### src/assert_macros.svh
`ifndef ASSERT_MACROS_SVH
`define ASSERT_MACROS_SVH

// property checked at every rising edge, masked while reset is high
`define ASSERT_RST(label, clk, rst, prop, msg) \
  label: assert property (@(posedge clk) disable iff (rst) prop) else $error(msg);

// antecedent in one cycle implies consequent in the following cycle
`define ASSERT_NEXT(label, clk, rst, ante, cons, msg) \
  label: assert property (@(posedge clk) disable iff (rst) ante |=> cons) else $error(msg);

`endif

### src/pht_pkg.sv
package pht_pkg;

  localparam int NUM_SEQUENCES = 16;
  localparam int SEQ_LEN       = 1024;
  localparam int ROW_W         = $clog2(NUM_SEQUENCES);
  localparam int COL_W         = $clog2(SEQ_LEN);
  localparam int ADDR_W        = ROW_W + COL_W;

  localparam int OP_W     = 3;
  localparam int LEN_W    = 11;
  localparam int LEVEL_W  = 24;
  localparam int RETAIN_W = 16;
  localparam int WEIGHT_W = 16;
  localparam int WFRAC_W  = 8;
  localparam int PROD_W   = WEIGHT_W + LEN_W;
  localparam int DVD_W    = PROD_W + WFRAC_W;
  localparam int DCNT_W   = $clog2(DVD_W);

  localparam int PADDR_W  = 5;
  localparam int PDATA_W  = 32;
  localparam int REGIDX_W = PADDR_W - 2;

  localparam logic [REGIDX_W-1:0] REG_RETAIN_FACTOR = 3'd0;
  localparam logic [REGIDX_W-1:0] REG_INIT_LEVEL    = 3'd1;
  localparam logic [REGIDX_W-1:0] REG_MIN_LEVEL     = 3'd2;
  localparam logic [REGIDX_W-1:0] REG_MAX_LEVEL     = 3'd3;
  localparam logic [REGIDX_W-1:0] REG_BEST_WEIGHT   = 3'd4;
  localparam logic [REGIDX_W-1:0] REG_ITER_WEIGHT   = 3'd5;

  typedef enum logic [OP_W-1:0] {
    OP_FILL          = 3'd0,
    OP_EVAPORATE     = 3'd1,
    OP_START_DEPOSIT = 3'd2,
    OP_DEPOSIT_POINT = 3'd3,
    OP_READ          = 3'd4
  } op_t;

  typedef enum logic [3:0] {
    ST_IDLE,
    ST_FILL,
    ST_EVAP,
    ST_DRAIN,
    ST_MUL,
    ST_DIV,
    ST_INC,
    ST_DEP_RD,
    ST_DEP_WR,
    ST_RD,
    ST_RD_OUT
  } state_t;

  typedef struct packed {
    logic [RETAIN_W-1:0] retain_factor;
    logic [LEVEL_W-1:0]  init_level;
    logic [LEVEL_W-1:0]  min_level;
    logic [LEVEL_W-1:0]  max_level;
    logic [WEIGHT_W-1:0] best_weight;
    logic [WEIGHT_W-1:0] iter_weight;
  } cfg_t;

  typedef struct packed {
    logic load_item;
    logic sweep_clr;
    logic fill_wr;
    logic evap_rd;
    logic mul_load;
    logic div_step;
    logic inc_load;
    logic dep_rd;
    logic dep_wr;
    logic rd_rd;
    logic out_load;
  } cmd_t;

  typedef struct packed {
    logic sweep_last;
    logic evap_busy;
    logic div_done;
    logic out_free;
  } sts_t;

endpackage

### src/pht_ctrl.sv
module pht_ctrl (
  input  logic          clk,
  input  logic          rst,
  input  logic          in_valid,
  input  pht_pkg::op_t  op,
  output logic          in_ready,
  output pht_pkg::cmd_t cmd,
  input  pht_pkg::sts_t sts
);
  import pht_pkg::*;

  state_t state, state_next;

  always_ff @(posedge clk) begin
    if (rst) begin
      state <= ST_IDLE;
    end else begin
      state <= state_next;
    end
  end

  always_comb begin
    state_next = state;
    case (state)
      ST_IDLE: begin
        if (in_valid) begin
          case (op)
            OP_FILL:          state_next = ST_FILL;
            OP_EVAPORATE:     state_next = ST_EVAP;
            OP_START_DEPOSIT: state_next = ST_MUL;
            OP_DEPOSIT_POINT: state_next = ST_DEP_RD;
            OP_READ:          state_next = ST_RD;
            default:          state_next = ST_IDLE;
          endcase
        end
      end
      ST_FILL:   if (sts.sweep_last) state_next = ST_IDLE;
      ST_EVAP:   if (sts.sweep_last) state_next = ST_DRAIN;
      ST_DRAIN:  if (!sts.evap_busy) state_next = ST_IDLE;
      ST_MUL:    state_next = ST_DIV;
      ST_DIV:    if (sts.div_done) state_next = ST_INC;
      ST_INC:    state_next = ST_IDLE;
      ST_DEP_RD: state_next = ST_DEP_WR;
      ST_DEP_WR: state_next = ST_IDLE;
      ST_RD:     state_next = ST_RD_OUT;
      ST_RD_OUT: if (sts.out_free) state_next = ST_IDLE;
      default:   state_next = ST_IDLE;
    endcase
  end

  always_comb begin
    cmd      = '0;
    in_ready = 1'b0;
    case (state)
      ST_IDLE: begin
        in_ready      = 1'b1;
        cmd.load_item = in_valid;
        cmd.sweep_clr = in_valid;
      end
      ST_FILL:   cmd.fill_wr  = 1'b1;
      ST_EVAP:   cmd.evap_rd  = 1'b1;
      ST_MUL:    cmd.mul_load = 1'b1;
      ST_DIV:    cmd.div_step = 1'b1;
      ST_INC:    cmd.inc_load = 1'b1;
      ST_DEP_RD: cmd.dep_rd   = 1'b1;
      ST_DEP_WR: cmd.dep_wr   = 1'b1;
      ST_RD:     cmd.rd_rd    = 1'b1;
      ST_RD_OUT: cmd.out_load = sts.out_free;
      default:   cmd          = '0;
    endcase
  end
endmodule

### config.mk
export PLATFORM = sky130hd
export DESIGN_NAME = pht_ctrl
export DESIGN_NICKNAME = d
export VERILOG_FILES = /design/src/assert_macros.svh /design/src/pht_pkg.sv /design/src/pht_ctrl.sv
export SDC_FILE = /design/constraint.sdc
export NUM_CORES = 1
export LEC_CHECK = 0
export BUFFER_PORTS_ARGS = -buffer_cell sky130_fd_sc_hd__clkbuf_2
export CAP_MARGIN = 10
export CORE_AREA = 3 3 40 42
export DETAILED_ROUTE_END_ITERATION = 8
export DIE_AREA = 0 0 43 45
export PLACE_DENSITY_LB_ADDON = 0.05
export REMOVE_ABC_BUFFERS = 1
export SLEW_MARGIN = 40
export SYNTH_ARGS = -nofsm -noshare
export SYNTH_HDL_FRONTEND = slang
export SYNTH_SLANG_ARGS = --single-unit
export TNS_END_PERCENT = 20
### constraint.sdc
create_clock -name clk -period 4.6 [get_ports clk]
set_input_delay 0.92 -clock clk [delete_from_list [all_inputs] [get_ports clk]]
set_output_delay 0.92 -clock clk [all_outputs]
set_load 0.05 [all_outputs]
## Word-level counts from Yosys, hierarchy flattened

Index checks and enable logic that the tools add are counted.

- Register bits: 4
- Input bits: 10
- Output and inout bits: 12
- Word-level logic and storage cells: 43

- Equal/unequal tests: 20
- Mux-type cells: 19
- Reduce and logical (&&, ||, !) cells: 3

Operator list:

| kind | count |
|---|---|
| $pmux 4 s9 | 1 |
| $mux 4 | 6 |
| $pmux 4 s5 | 1 |
| $eq 4x3->1 const B | 4 |
| $eq 4x4->1 const B | 3 |
| $ne 2x2->1 const B | 6 |
| $mux 1 | 10 |
| $eq 4x2->1 const B | 2 |
| $eq 3x2->1 const B | 2 |
| $reduce_and 6->1 | 1 |
| $eq 4x1->1 const B | 1 |
| $logic_not 4->1 | 1 |
| $eq 3x1->1 const B | 1 |
| $eq 3x3->1 const B | 1 |
| $logic_not 3->1 | 1 |
| $mux 2 | 1 |

## Longest topological paths before layout

- Depth after elaboration: 4
- Depth in mapped cells: 6
- Mapped depth without buffers: 4

## Worst setup path after synthesis

OpenSTA, ideal clock, no wires.

- Path kind: register to output
- From: reg state[3]
- To: out cmd[10] (netlist bit)
- Arrival: 2.740 ns
- Setup slack: 0.940 ns
- Cell stages (with the launch flop): 7
- Buffers on the path: 3
- Cell sequence: dfxtp_1 buf_6 or2_1 buf_6 nor3_1 and2_1 buf_4

RTL lines:

| what | line | RTL |
|---|---|---|
| start: declaration | pht_ctrl.sv:12 | `state_t state, state_next;` |
| start signal: assignment | pht_ctrl.sv:18 | `state <= state_next;` |
| end: declaration | pht_ctrl.sv:7 | `output pht_pkg::cmd_t cmd,` |

==> impl_metrics.yaml <==
status:
  status: "completed"
clock_tree:
  clockBufferDepth: 2
  cts_resized: 0
  clk_pin_slew_ns: 0.04
  hold_buffers: 0
  cts-htree-levels: 1
  cts_tree: "built"
  clock_latency_ns: 0.24
  cts_setup_buffers: 0
  clock_sinks: 4
  root_buffer: "clkbuf_4"
  cts_buffers: 3
routing:
  drt_iter0_drc: 5
  routed_via_density: 5.53
  drc: 0
  ant_nets: 0
  wl_um: 1160
  vias: 509
  drtPass1Iterations: 4
  drt-wirelength-per-cell_um: 12.6
timing:
  worst_slack_ns: 1.99
  setup_viol: 0
  tightest_slew_ns: 0.548
  max_freq_mhz: 383
  hold_viol_final: 0
  slew_viol_final: 0
  fin_tns_setup_ns: 0
  slew_headroom_pct: 63.4
  finClkSkew_ns: 0.00349
  fin_crit_sh_pct: 56.8
  rsz0062_at_grt: "false"
  layout_min_cycle_time_ns: 2.61
worst_setup_path:
  cp_data_arrival_time_ns: 1.69
  crit_required_ns: 3.68
  start_kind: "flip-flop"
  regToRegSetupSlack_ns: 2.83
  reg2reg_to: "state[2]"
  path_max_fanout: 13
  worstReg2RegStart: "state[1]"
  rr_worst_depth: 4
  critPathCaptureType: "output port"
  crit_type: "flip-flop to output port"
layout:
  drive_above_1_share_pct: 42.9
  fill_cells: 138
  antenna_cells: 0
  fin_cells: 92
  syn_to_final_growth_pct: 17.7
  largest_register_ff_count: 4
  largest_register: "state"
  largestRegisters: "state (4)"
  multiInputGateArea_sq_um: 352
  finalNetCount: 89
  seq_area_sq_um: 80.1
hold_path:
  hold_class: "flip-flop to flip-flop"
  worstHoldStart: "state[0]"
  holdPathEnd: "state[0]"
  hold_path_depth: 2
synthesis:
  async_flop_share_pct: 0
  netlist_top_cells_area: "dfxtp_1 (16%), buf_6 (9.0%), a2111oi_4 (5.5%), o32ai_4 (5.5%), a211oi_2 (5.0%)"
  syn_avg_cell_area_sq_um: 8.48
  synth_top_cell_area_share_pct: 16.0
  yosysTopAreaCell: "dfxtp_1"
  synth-warning-count: 0
  ys_ff_latch: 4
  syn_area_sq_um: 500
  synth_seq_area_share_pct: 16.0
  synthDistinctLibCells: 34
  synth_enable_flop_cells: 0
  syn_inst: 59
  synth-main-ff-cell: "dfxtp_1"
floorplanning:
  ioPinCount: 22
  core_sq_um: 1280
  die_area_sq_um: 1940
  die_h_um: 45
  start_util_pct: 38.9
  die_w_um: 43
  fp-row-count: 13
place:
  hpwlAfterDp_um: 901
  place.gp.congestion: 0.709
  io_buffers: 21
  pre_cts_slack_ns: 2.24
  dp.cells: 89
global_route:
  antenna_found_initial: 0
  grtUsageTotal_pct: 13.2
  grt_pass1_wl_um: 1930
  grt_overflow: 0
  grt_pass1_vias: 462
  grt_max_degree: 16
power:
  p_int_uw: 156
  seq_power_share_pct: 20.2
  switching_share_pct: 58.2
  combPwrFrac_pct: 67.8
  p_per_area_nw_per_um2: 632
  cellLeakagePower_nw: 0.247
  peakVddDrop_mv: 0.268
  p_clk_share_pct: 12.0
  p_sw_uw: 217
  finalPower_uw: 372
flow_run:
  cap_violations: 0
==> worst max path at each step <==
stage                  start      end  slack, ns  cells past startpoint
global placement    state[1]   cmd[9]       2.20                      4
finish              state[1]  cmd[10]       1.99                      4
global route        state[0]   cmd[1]       1.83                      3
CTS                 state[1]  cmd[10]       1.98                      4
detailed placement    sts[0]   cmd[0]       2.24                      4
floorplan           state[3]  cmd[10]       0.99                      3
==> synthesized netlist by cell type, types with 2 or more instances <==
master	number
nor2_1	6
buf_6	4
dfxtp_1	4
nand2_1	4
nor3_1	4
a21oi_1	3
inv_1	3
or4_1	3
a211oi_2	2
or3_2	2
==> per-stage QoR <==
| stage | hold WS [ns] | utilization (%) | area (sq um) |
|---|---|---|---|
| CTS | 0.616 | 45.9 | 589 |
| detailed placement | 0.608 | 44.1 | 567 |
| finish | 0.609 | 45.9 | 589 |
| global route | 0.687 | 45.9 | 589 |
| floorplan | 0.544 | - | 443 |
| global placement | 0.591 | 44.1 | 567 |
==> cell usage in the layout, fill, tap and decap left out, types with 2 or more instances in the layout <==
cell type,instances
inv_1,3
nor2_1,6
a21oi_1,3
clkbuf_4,3
a211oi_2,2
clkbuf_2,21
nor3_1,4
or3_2,2
or4_1,3
nand2_1,4
dfxtp_1,4
==> cell type report <==
type / instances / share of cell area [%]
flip-flops and latches: 4 / 13.6
inverters: 3 / 1.91
repair buffers: 21 / 17.8
well taps: 15 / 3.18
multi-input cells: 46 / 59.7
clock buffers: 3 / 3.82
==> power by group through the flow <==
stage | sequential [mW] | clock [mW] | combinational [mW]
final | 0.0752 | 0.0446 | 0.253
after CTS | 0.0754 | 0.0464 | 0.256
after floorplan | 0.0670 | 0 | 0.210
after global placement | 0.0756 | 0 | 0.257
after detailed placement | 0.0754 | 0 | 0.255
after global routing | 0.0796 | 0.0488 | 0.272
==> logic make-up after synthesis <==
group                  count (synthesis)  share of synthesized area (%)
AO/OA/AOI/OAI                         13                           29.3
XOR/XNOR                               1                           1.75
buffers and inverters                  9                           13.7
flip-flops                             4                           16.0
multiplexers                           1                           2.25
AND/OR/NAND/NOR                       31                           37.0
==> layer usage <==
metal | wire, um | track usage (%) | up-vias
li1 | - | - | 259
met1 | 536 | 15.9 | 232
met2 | 547 | 22.2 | 18
met3 | 80 | 5.18 | 0
met4 | 0 | 3.61 | 0
met5 | 0 | 0 | -
==> worst max-delay path, stage by stage (launching register included) <==
cell,delay (ns)
dfxtp_1,0.42
or2_1,0.39
nor3_1,0.20
and2_1,0.17
clkbuf_2,0.27
No activity file was read; power rests on OpenSTA's default activity.
